### src/design/sle_pkg.sv
// Shared types and constants for the sequential list engine.
// No dependencies; imported by the top level.
package sle_pkg;

  // Field widths of the request and result items
  localparam int OP_W     = 2;
  localparam int POS_W    = 4;
  localparam int VAL_W    = 32;
  localparam int STATUS_W = 3;
  localparam int IDX_W    = 4;
  localparam int CNT_W    = 5;

  // Request operations
  typedef enum logic [OP_W-1:0] {
    OP_INSERT = 2'd0,
    OP_DELETE = 2'd1,
    OP_FIND   = 2'd2,
    OP_UPDATE = 2'd3
  } op_t;

  // Result status codes
  typedef enum logic [STATUS_W-1:0] {
    ST_OK       = 3'd0,
    ST_FULL     = 3'd1,
    ST_BADPOS   = 3'd2,
    ST_EMPTY    = 3'd3,
    ST_NOTFOUND = 3'd4
  } status_t;

  // Sequencer states
  typedef enum logic [2:0] {
    S_IDLE,
    S_INS_SHIFT,
    S_INS_PUT,
    S_DEL_HEAD,
    S_DEL_SHIFT,
    S_FIND
  } state_t;

endpackage

### src/design/sequential_list_engine.sv
// Sequential list engine: ordered list of signed 32-bit entries in one RAM.
// Depends on sle_pkg and sle_ram.
//
// The block holds up to CAPACITY signed 32-bit entries in a RAM with one write
// and one read port (registered read) plus an entry count, and takes one
// request item at a time. Update, append (insert at the end) and every rejected
// request finish in the cycle they are accepted. Insert at position p moves the
// entries from the end down to p up by one, then writes the new value; delete at
// p reads entry p, then moves the entries above it down by one; a find scans from
// index 0 up to the first match or the end of the list. Every moved entry costs
// one RAM read and one write, one entry per cycle. A finished result passes
// through a holding register to the output register. The input stays closed
// while the holding register is full, so the next item is taken only once the
// previous result has moved on to the output register, while that result may
// still wait for out_ready there. Entries are never cleared; only entries below
// the count are ever used.
module sequential_list_engine
  import sle_pkg::*;
#(
  parameter int CAPACITY = 16
) (
  input  logic                       clk,
  input  logic                       rst_n,
  input  logic                       in_valid,
  output logic                       in_ready,
  input  logic [OP_W-1:0]            in_operation,
  input  logic [POS_W-1:0]           in_position,
  input  logic signed [VAL_W-1:0]    in_value,
  output logic                       out_valid,
  input  logic                       out_ready,
  output logic [STATUS_W-1:0]        out_status,
  output logic [IDX_W-1:0]           out_found_index,
  output logic signed [VAL_W-1:0]    out_removed_value,
  output logic [CNT_W-1:0]           out_entry_count
);

  localparam int AW  = $clog2(CAPACITY);
  localparam int CW  = $clog2(CAPACITY + 1);
  localparam int PW  = (CW > POS_W) ? CW : POS_W;
  localparam int FW  = (AW > IDX_W) ? AW : IDX_W;
  localparam int NW  = (CW > CNT_W) ? CW : CNT_W;

  // Sequencer and request registers
  state_t                   state_r, state_nxt;
  logic [CW-1:0]            count_r, count_nxt;
  logic [AW-1:0]            k_r, k_nxt;
  logic [AW-1:0]            pos_r, pos_nxt;
  logic [VAL_W-1:0]         val_r, val_nxt;
  logic [VAL_W-1:0]         removed_r, removed_nxt;

  // Result holding register and output register
  logic                     res_valid_r, res_valid_nxt;
  status_t                  res_status_r;
  logic [IDX_W-1:0]         res_found_r;
  logic [VAL_W-1:0]         res_removed_r;
  logic [CNT_W-1:0]         res_count_r;
  logic                     out_valid_r, out_valid_nxt;
  status_t                  out_status_r;
  logic [IDX_W-1:0]         out_found_r;
  logic [VAL_W-1:0]         out_removed_r;
  logic [CNT_W-1:0]         out_count_r;

  // Finish strobe and result fields
  logic                     fin;
  status_t                  fin_status;
  logic [AW-1:0]            fin_found;
  logic [VAL_W-1:0]         fin_removed;
  logic                     move;

  // RAM ports
  logic                     ram_we;
  logic [AW-1:0]            ram_waddr;
  logic [VAL_W-1:0]         ram_wdata;
  logic [AW-1:0]            ram_raddr;
  logic [VAL_W-1:0]         ram_rdata;

  // Helpers
  logic                     accept;
  op_t                      in_op;
  logic [PW-1:0]            pos_ext;
  logic [PW-1:0]            cnt_ext;
  logic [AW-1:0]            km1;
  logic [FW-1:0]            found_ext;
  logic [NW-1:0]            count_ext;

  sle_ram #(
    .WIDTH (VAL_W),
    .DEPTH (CAPACITY)
  ) u_ram (
    .clk   (clk),
    .we    (ram_we),
    .waddr (ram_waddr),
    .wdata (ram_wdata),
    .raddr (ram_raddr),
    .rdata (ram_rdata)
  );

  assign in_ready = (state_r == S_IDLE) && !res_valid_r;
  assign accept   = in_valid && in_ready;
  assign in_op    = op_t'(in_operation);
  assign pos_ext  = PW'(in_position);
  assign cnt_ext  = PW'(count_r);
  assign km1      = k_r - AW'(1);

  // Next state, RAM accesses and result
  always_comb begin
    state_nxt   = state_r;
    count_nxt   = count_r;
    k_nxt       = k_r;
    pos_nxt     = pos_r;
    val_nxt     = val_r;
    removed_nxt = removed_r;
    ram_we      = 1'b0;
    ram_waddr   = '0;
    ram_wdata   = '0;
    ram_raddr   = '0;
    fin         = 1'b0;
    fin_status  = ST_OK;
    fin_found   = '0;
    fin_removed = '0;
    case (state_r)
      S_IDLE: begin
        if (accept) begin
          val_nxt = in_value;
          pos_nxt = pos_ext[AW-1:0];
          if (in_op == OP_INSERT) begin
            if (count_r >= CW'(CAPACITY)) begin
              fin        = 1'b1;
              fin_status = ST_FULL;
            end else if (pos_ext > cnt_ext) begin
              fin        = 1'b1;
              fin_status = ST_BADPOS;
            end else if (pos_ext == cnt_ext) begin
              // append: no entries to move
              ram_we     = 1'b1;
              ram_waddr  = pos_ext[AW-1:0];
              ram_wdata  = in_value;
              count_nxt  = count_r + CW'(1);
              fin        = 1'b1;
            end else begin
              ram_raddr  = AW'(count_r - CW'(1));
              k_nxt      = AW'(count_r);
              state_nxt  = S_INS_SHIFT;
            end
          end else if (count_r == '0) begin
            fin        = 1'b1;
            fin_status = ST_EMPTY;
          end else if (in_op == OP_FIND) begin
            ram_raddr = '0;
            k_nxt     = '0;
            state_nxt = S_FIND;
          end else if (pos_ext >= cnt_ext) begin
            fin        = 1'b1;
            fin_status = ST_BADPOS;
          end else if (in_op == OP_DELETE) begin
            ram_raddr = pos_ext[AW-1:0];
            state_nxt = S_DEL_HEAD;
          end else begin
            ram_we    = 1'b1;
            ram_waddr = pos_ext[AW-1:0];
            ram_wdata = in_value;
            fin       = 1'b1;
          end
        end
      end
      S_INS_SHIFT: begin
        // entry k-1 moves up to k
        ram_we    = 1'b1;
        ram_waddr = k_r;
        ram_wdata = ram_rdata;
        ram_raddr = km1 - AW'(1);
        if (km1 == pos_r) begin
          state_nxt = S_INS_PUT;
        end else begin
          k_nxt = km1;
        end
      end
      S_INS_PUT: begin
        ram_we    = 1'b1;
        ram_waddr = pos_r;
        ram_wdata = val_r;
        count_nxt = count_r + CW'(1);
        fin       = 1'b1;
        state_nxt = S_IDLE;
      end
      S_DEL_HEAD: begin
        removed_nxt = ram_rdata;
        k_nxt       = pos_r;
        if (CW'(pos_r) + CW'(1) < count_r) begin
          ram_raddr = AW'(CW'(pos_r) + CW'(1));
          state_nxt = S_DEL_SHIFT;
        end else begin
          count_nxt   = count_r - CW'(1);
          fin         = 1'b1;
          fin_removed = ram_rdata;
          state_nxt   = S_IDLE;
        end
      end
      S_DEL_SHIFT: begin
        // entry k+1 moves down to k
        ram_we    = 1'b1;
        ram_waddr = k_r;
        ram_wdata = ram_rdata;
        if (CW'(k_r) + CW'(2) < count_r) begin
          ram_raddr = AW'(CW'(k_r) + CW'(2));
          k_nxt     = k_r + AW'(1);
        end else begin
          count_nxt   = count_r - CW'(1);
          fin         = 1'b1;
          fin_removed = removed_r;
          state_nxt   = S_IDLE;
        end
      end
      S_FIND: begin
        if (ram_rdata == val_r) begin
          fin       = 1'b1;
          fin_found = k_r;
          state_nxt = S_IDLE;
        end else if (CW'(k_r) + CW'(1) < count_r) begin
          ram_raddr = AW'(CW'(k_r) + CW'(1));
          k_nxt     = k_r + AW'(1);
        end else begin
          fin        = 1'b1;
          fin_status = ST_NOTFOUND;
          state_nxt  = S_IDLE;
        end
      end
      default: begin
        state_nxt = S_IDLE;
      end
    endcase
  end

  assign found_ext = FW'(fin_found);
  assign count_ext = NW'(count_nxt);

  // Result hand-off: holding register to output register
  assign move          = res_valid_r && (!out_valid_r || out_ready);
  assign res_valid_nxt = fin ? 1'b1 : (move ? 1'b0 : res_valid_r);
  assign out_valid_nxt = move ? 1'b1 : (out_ready ? 1'b0 : out_valid_r);

  // Control registers
  always_ff @(posedge clk) begin
    if (!rst_n) begin
      state_r     <= S_IDLE;
      count_r     <= '0;
      res_valid_r <= 1'b0;
      out_valid_r <= 1'b0;
    end else begin
      state_r     <= state_nxt;
      count_r     <= count_nxt;
      res_valid_r <= res_valid_nxt;
      out_valid_r <= out_valid_nxt;
    end
  end

  // Payload registers
  always_ff @(posedge clk) begin
    k_r       <= k_nxt;
    pos_r     <= pos_nxt;
    val_r     <= val_nxt;
    removed_r <= removed_nxt;
    if (fin) begin
      res_status_r  <= fin_status;
      res_found_r   <= found_ext[IDX_W-1:0];
      res_removed_r <= fin_removed;
      res_count_r   <= count_ext[CNT_W-1:0];
    end
    if (move) begin
      out_status_r  <= res_status_r;
      out_found_r   <= res_found_r;
      out_removed_r <= res_removed_r;
      out_count_r   <= res_count_r;
    end
  end

  assign out_valid         = out_valid_r;
  assign out_status        = out_status_r;
  assign out_found_index   = out_found_r;
  assign out_removed_value = out_removed_r;
  assign out_entry_count   = out_count_r;

`ifndef SYNTH
  // A finished result never overwrites one still held
  a_no_res_overrun: assert property (@(posedge clk) disable iff (!rst_n)
    fin |-> !res_valid_r)
    else $error("result finished while holding register full");

  // The count moves by at most one per request
  a_count_step: assert property (@(posedge clk) disable iff (!rst_n)
    ($past(rst_n) && (count_r != $past(count_r))) |->
      ((count_r == $past(count_r) + CW'(1)) || (count_r == $past(count_r) - CW'(1))))
    else $error("entry count jumped");

  // The count never exceeds the capacity
  a_count_cap: assert property (@(posedge clk) disable iff (!rst_n)
    count_r <= CW'(CAPACITY))
    else $error("entry count above capacity");

  // RAM writes stay inside the list
  a_write_in_list: assert property (@(posedge clk) disable iff (!rst_n)
    ram_we |-> (CW'(ram_waddr) <= count_r))
    else $error("RAM write beyond the end of the list");
`endif

endmodule

### src/design/sle_ram.sv
// Generic simple dual-port RAM: one write port, one read port, registered read.
// No dependencies.
module sle_ram #(
  parameter int WIDTH = 32,
  parameter int DEPTH = 16
) (
  input  logic                           clk,
  input  logic                           we,
  input  logic [$clog2(DEPTH)-1:0]       waddr,
  input  logic [WIDTH-1:0]               wdata,
  input  logic [$clog2(DEPTH)-1:0]       raddr,
  output logic [WIDTH-1:0]               rdata
);

  logic [WIDTH-1:0] mem [DEPTH];

  // Registered read; a read of the entry being written returns the old contents
  always_ff @(posedge clk) begin
    if (we) begin
      mem[waddr] <= wdata;
    end
    rdata <= mem[raddr];
  end

endmodule

### config.mk
export PLATFORM = sky130hd
export DESIGN_NAME = sequential_list_engine
export DESIGN_NICKNAME = d
export VERILOG_FILES = /design/src/design/sle_pkg.sv /design/src/design/sequential_list_engine.sv /design/src/design/sle_ram.sv
export SDC_FILE = /design/constraint.sdc
export NUM_CORES = 1
export LEC_CHECK = 0
export BUFFER_PORTS_ARGS = -buffer_cell sky130_fd_sc_hd__buf_2
export CORE_MARGIN = 1.5
export CORE_UTILIZATION = 60
export CTS_BUF_LIST = sky130_fd_sc_hd__clkbuf_8
export CTS_CLUSTER_DIAMETER = 50
export DETAILED_ROUTE_END_ITERATION = 6
export PLACE_DENSITY = 0.76
export SLEW_MARGIN = 25
export SYNTH_ARGS = -nofsm -noshare
export SYNTH_HDL_FRONTEND = slang
export SYNTH_SLANG_ARGS = --single-unit
### constraint.sdc
create_clock -name clk -period 6.8 [get_ports clk]
set_clock_uncertainty 0.1 [all_clocks]
set_input_delay 0.34 -clock clk [delete_from_list [all_inputs] [get_ports clk]]
set_output_delay 0.34 -clock clk [all_outputs]
set_load 0.01 [all_outputs]
==> flow_summary.yaml <==
worst_hold_path:
  timing.hold.worst.class: "in2reg"
outcome:
  status: "complete, but fails checks"
  failed_checks: "DRC"
power_and_ir_drop:
  total_switching_power_mw: 5.97
  combinational_group_share_of_total_power_pct: 35.4
  sequentialPowerShare_pct: 42.8
  power.ir.vdd_worst_v: 0.000386
  switching_share_pct: 37.6
  power.clock.fraction_pct: 21.8
  leakage_nw: 11.8
  cellInternalPower_mw: 9.91
  power-per-cell-area_nw_per_um2: 477
flow_run:
  maxCapViolCount: 0
logic_synthesis:
  netlist-cell-type-count: 58
  synth-seq-area-share_pct: 72.0
  number_of_enable_flip_flop_cells_after_synthesis: 672
  netlist_area_sq_um: 29200
  asyncSetResetFlopFracSynth_pct: 0
  postSynthNetCount: 2000
  postSynthAreaPerCell_sq_um: 15.1
  number_of_instances_in_the_synthesized_netlist: 1929
  yosys_most_used_dff: "sky130_fd_sc_hd__edfxtp_1"
  synth_register_bits: 714
  ys.warnings.count: 0
clock_network:
  cts-root-buf: "sky130_fd_sc_hd__clkbuf_8"
  tritoncts.num_buffers: 109
  cts_tree: "yes"
  cts_sinks: 714
  clkSlewWorstSetupHoldPaths_ns: 0.06
  post-cts-setup-buffer-count: 0
  htree_num_levels: 3
  clkLatencyLatePin_ns: 0.69
  clockBufferDepth: 3
final_layout:
  nets: 2133
  highest_count_cells_in_the_layout_ignoring_fill_and_taps: "672 x sky130_fd_sc_hd__edfxtp_1, 167 x sky130_fd_sc_hd__and3_1, 153 x sky130_fd_sc_hd__a211oi_1"
  antenna-diode-count: 0
  layout.cells.most_common: "sky130_fd_sc_hd__edfxtp_1"
  syn_to_final_growth_pct: 13.9
  drive_above_1_share_pct: 15.6
  final_cells: 2767
sta:
  rsz0062_at_grt: "false"
  worstMarginPinSlew_ns: 1.03
  post-route-period-util_pct: 77.7
  fin_tns_setup_ns: 0
  report.final.setup_viol: 0
  period_needed_ns: 5.29
  maxClockFrequency_mhz: 189
  worst_slew_margin_relative_to_its_limit_pct: 31.1
  final-max-slew-violation-count: 0
  timing_hold_violations_final: 0
  finalHoldWorstSlack_ns: 0.119
critical_path:
  critical_path_required_ns: 7.26
  crit_slowest_cell: "sky130_fd_sc_hd__and2_4"
  worst-path-max-fanout: 71
  cp_cell_sequence: "inv_1 > ha_1 > ha_1 > a211oi_1 > o21bai_1 > a21o_1 > or4_4 > and2_4 > buf_4 > mux2i_1 > a2111oi_0 > or4_1"
  worst_ep_arrival_time_ns: 5.75
  critPathCaptureType: "register"
  start_kind: "register"
  critical-path-top-cell-by-count: "sky130_fd_sc_hd__ha_1"
  worstSetupPathType: "reg2reg"
  critical_path.max_stage_delay_ns: 0.90
floorplan:
  floorplan.core_area_sq_um: 47800
  placementRows: 80
  die_height_um: 224
  die_width_um: 224
  io_pins: 88
  initial_utilization_pct: 61.1
  design.die.area_sq_um: 50000
grt:
  largest_net_degree_at_the_start_of_global_routing: 177
  antenna_found_initial: 0
  congestion_overflow_gr: 0
  first_pass_grt_wire_length_um: 112000
  first_global_vias: 18000
  globalRouteTotalUtil_pct: 30.0
placed_design:
  gp_congestion: 0.880
  placedCellCount: 2527
  dp_hpwl_um: 45100
  port_buffers: 87
detailed_routing:
  dr_total_vias: 18500
  detail_route.drc_violations: 5
  detail_route.vias_per_cell: 6.70
  first_pass_iters: 7
  drt-wirelength-per-cell_um: 27.0
  drt_first_iter_violations: 2528
  ant_nets: 0
  totalWireLength_um: 74800
[through the flow]
stage	util [%]	total power [mW]	cell area (sq um)	setup WS, ns
CTS	69.5	15.8	33300	1.56
global placement	63.2	12.1	30200	1.54
finish	69.5	15.9	33300	1.51
floorplan	-	10.2	29200	2.12
global route	69.5	16.5	33300	1.23
detailed placement	64.2	12.3	30700	1.58
[area by class of cell]
cell class,count,area [sq um]
multi-input cells,1015,7570
inverters,49,184
well taps,615,769
flip-flops and latches,714,21000
clock inverters,71,382
clock buffers,130,1790
repair buffers,173,1560
fillers,3088,14600
[Yosys cell counts, types with 9 or more instances]
| cell | count | share of area [%] |
|---|---|---|
| sky130_fd_sc_hd__a2111oi_0 | 31 | 0.93 |
| sky130_fd_sc_hd__a211oi_1 | 153 | 3.9 |
| sky130_fd_sc_hd__a211oi_2 | 10 | 0.43 |
| sky130_fd_sc_hd__a21oi_1 | 23 | 0.39 |
| sky130_fd_sc_hd__a222oi_1 | 36 | 1.2 |
| sky130_fd_sc_hd__a22o_1 | 32 | 0.96 |
| sky130_fd_sc_hd__and3_1 | 167 | 3.6 |
| sky130_fd_sc_hd__buf_2 | 31 | 0.53 |
| sky130_fd_sc_hd__buf_6 | 9 | 0.35 |
| sky130_fd_sc_hd__clkbuf_1 | 99 | 1.3 |
| sky130_fd_sc_hd__dfxtp_1 | 42 | 2.9 |
| sky130_fd_sc_hd__edfxtp_1 | 672 | 69 |
| sky130_fd_sc_hd__ha_1 | 29 | 1.2 |
| sky130_fd_sc_hd__inv_1 | 49 | 0.63 |
| sky130_fd_sc_hd__mux2i_1 | 33 | 1.1 |
| sky130_fd_sc_hd__nand2_1 | 13 | 0.17 |
| sky130_fd_sc_hd__nand3_1 | 13 | 0.22 |
| sky130_fd_sc_hd__nor2_1 | 47 | 0.60 |
| sky130_fd_sc_hd__nor2b_1 | 9 | 0.19 |
| sky130_fd_sc_hd__nor3_1 | 137 | 2.3 |
| sky130_fd_sc_hd__nor3b_1 | 37 | 0.95 |
| sky130_fd_sc_hd__nor4_1 | 10 | 0.21 |
| sky130_fd_sc_hd__nor4b_1 | 63 | 1.9 |
| sky130_fd_sc_hd__o21ai_0 | 17 | 0.29 |
| sky130_fd_sc_hd__or4_1 | 35 | 0.90 |
| sky130_fd_sc_hd__xor2_1 | 38 | 1.1 |
[worst max-delay path: cells and delay by family (launching register included)]
family / cells / cell delay [ns]
flip-flops: 1 / 0.65
AO/OA/AOI/OAI: 4 / 0.53
adder cells (fa/ha/maj): 2 / 0.81
buffers and inverters: 2 / 0.63
AND/OR/NAND/NOR: 3 / 2.14
multiplexers: 1 / 0.24
[flip-flops by register name (all words and copies together) (netlist names)]
register	flops
u_ram.rdata	32
out_entry_count	5
out_found_index	4
out_removed_value	32
res_found_r	4
res_status_r	3
res_valid_r	1
u_ram.mem	512
cnt_ext	5
res_count_r	5
res_removed_r	32
pos_r	4
removed_r	32
val_r	32
k_r	4
out_status	3
state_r	3
out_valid	1
[layer usage]
metal  GRT usage [%]  up-vias  share of wire [%]
met2            45.7     1072                 46
met3            7.24      114                 11
met5               0        -                  0
li1                -     8049                  -
met4            8.28        0                2.2
met1            43.5     9308                 41
[power by group through the flow]
stage | combinational [mW] | sequential (mW) | clock (mW)
5_1_grt | 6.01 | 6.85 | 3.67
2_1_floorplan | 3.58 | 6.66 | 0
3_5_place_dp | 5.47 | 6.85 | 0
4_1_cts | 5.52 | 6.76 | 3.48
6_report | 5.63 | 6.80 | 3.46
3_3_place_gp | 5.29 | 6.82 | 0
[worst paths after layout]
check / startpoint / end / slack, ns / cells after the start
setup / recovery: k_r[0]$_DFFE_PP_ / u_ram.rdata[12]$_DFF_P_ / 1.51 / 12
hold / removal: in_valid / res_status_r[0]$_DFFE_PP_ / 0.12 / 3
setup reg to reg: k_r[0]$_DFFE_PP_ / u_ram.rdata[12]$_DFF_P_ / 1.51 / 12
hold reg to reg: res_removed_r[7]$_DFFE_PP_ / out_removed_value[7]$_DFFE_PP_ / 0.32 / 0
[kinds of logic after synthesis]
| group | synth area share, % |
|---|---|
| AOI/OAI and AO/OA | 9.35 |
| xor gates and xnor gates | 1.38 |
| adders and majority gates | 1.24 |
| buffers and inverters | 2.99 |
| DFF | 72.0 |
| muxes | 1.13 |
| and+or+nand+nor | 12.0 |
[what timing repair did]
item | CTS | global route
gates resized for setup | 0 | 0
hold buffers | 39 | 0
endpoints found under the hold margin | 46 | 0
(Power assumes the default switching activity.)
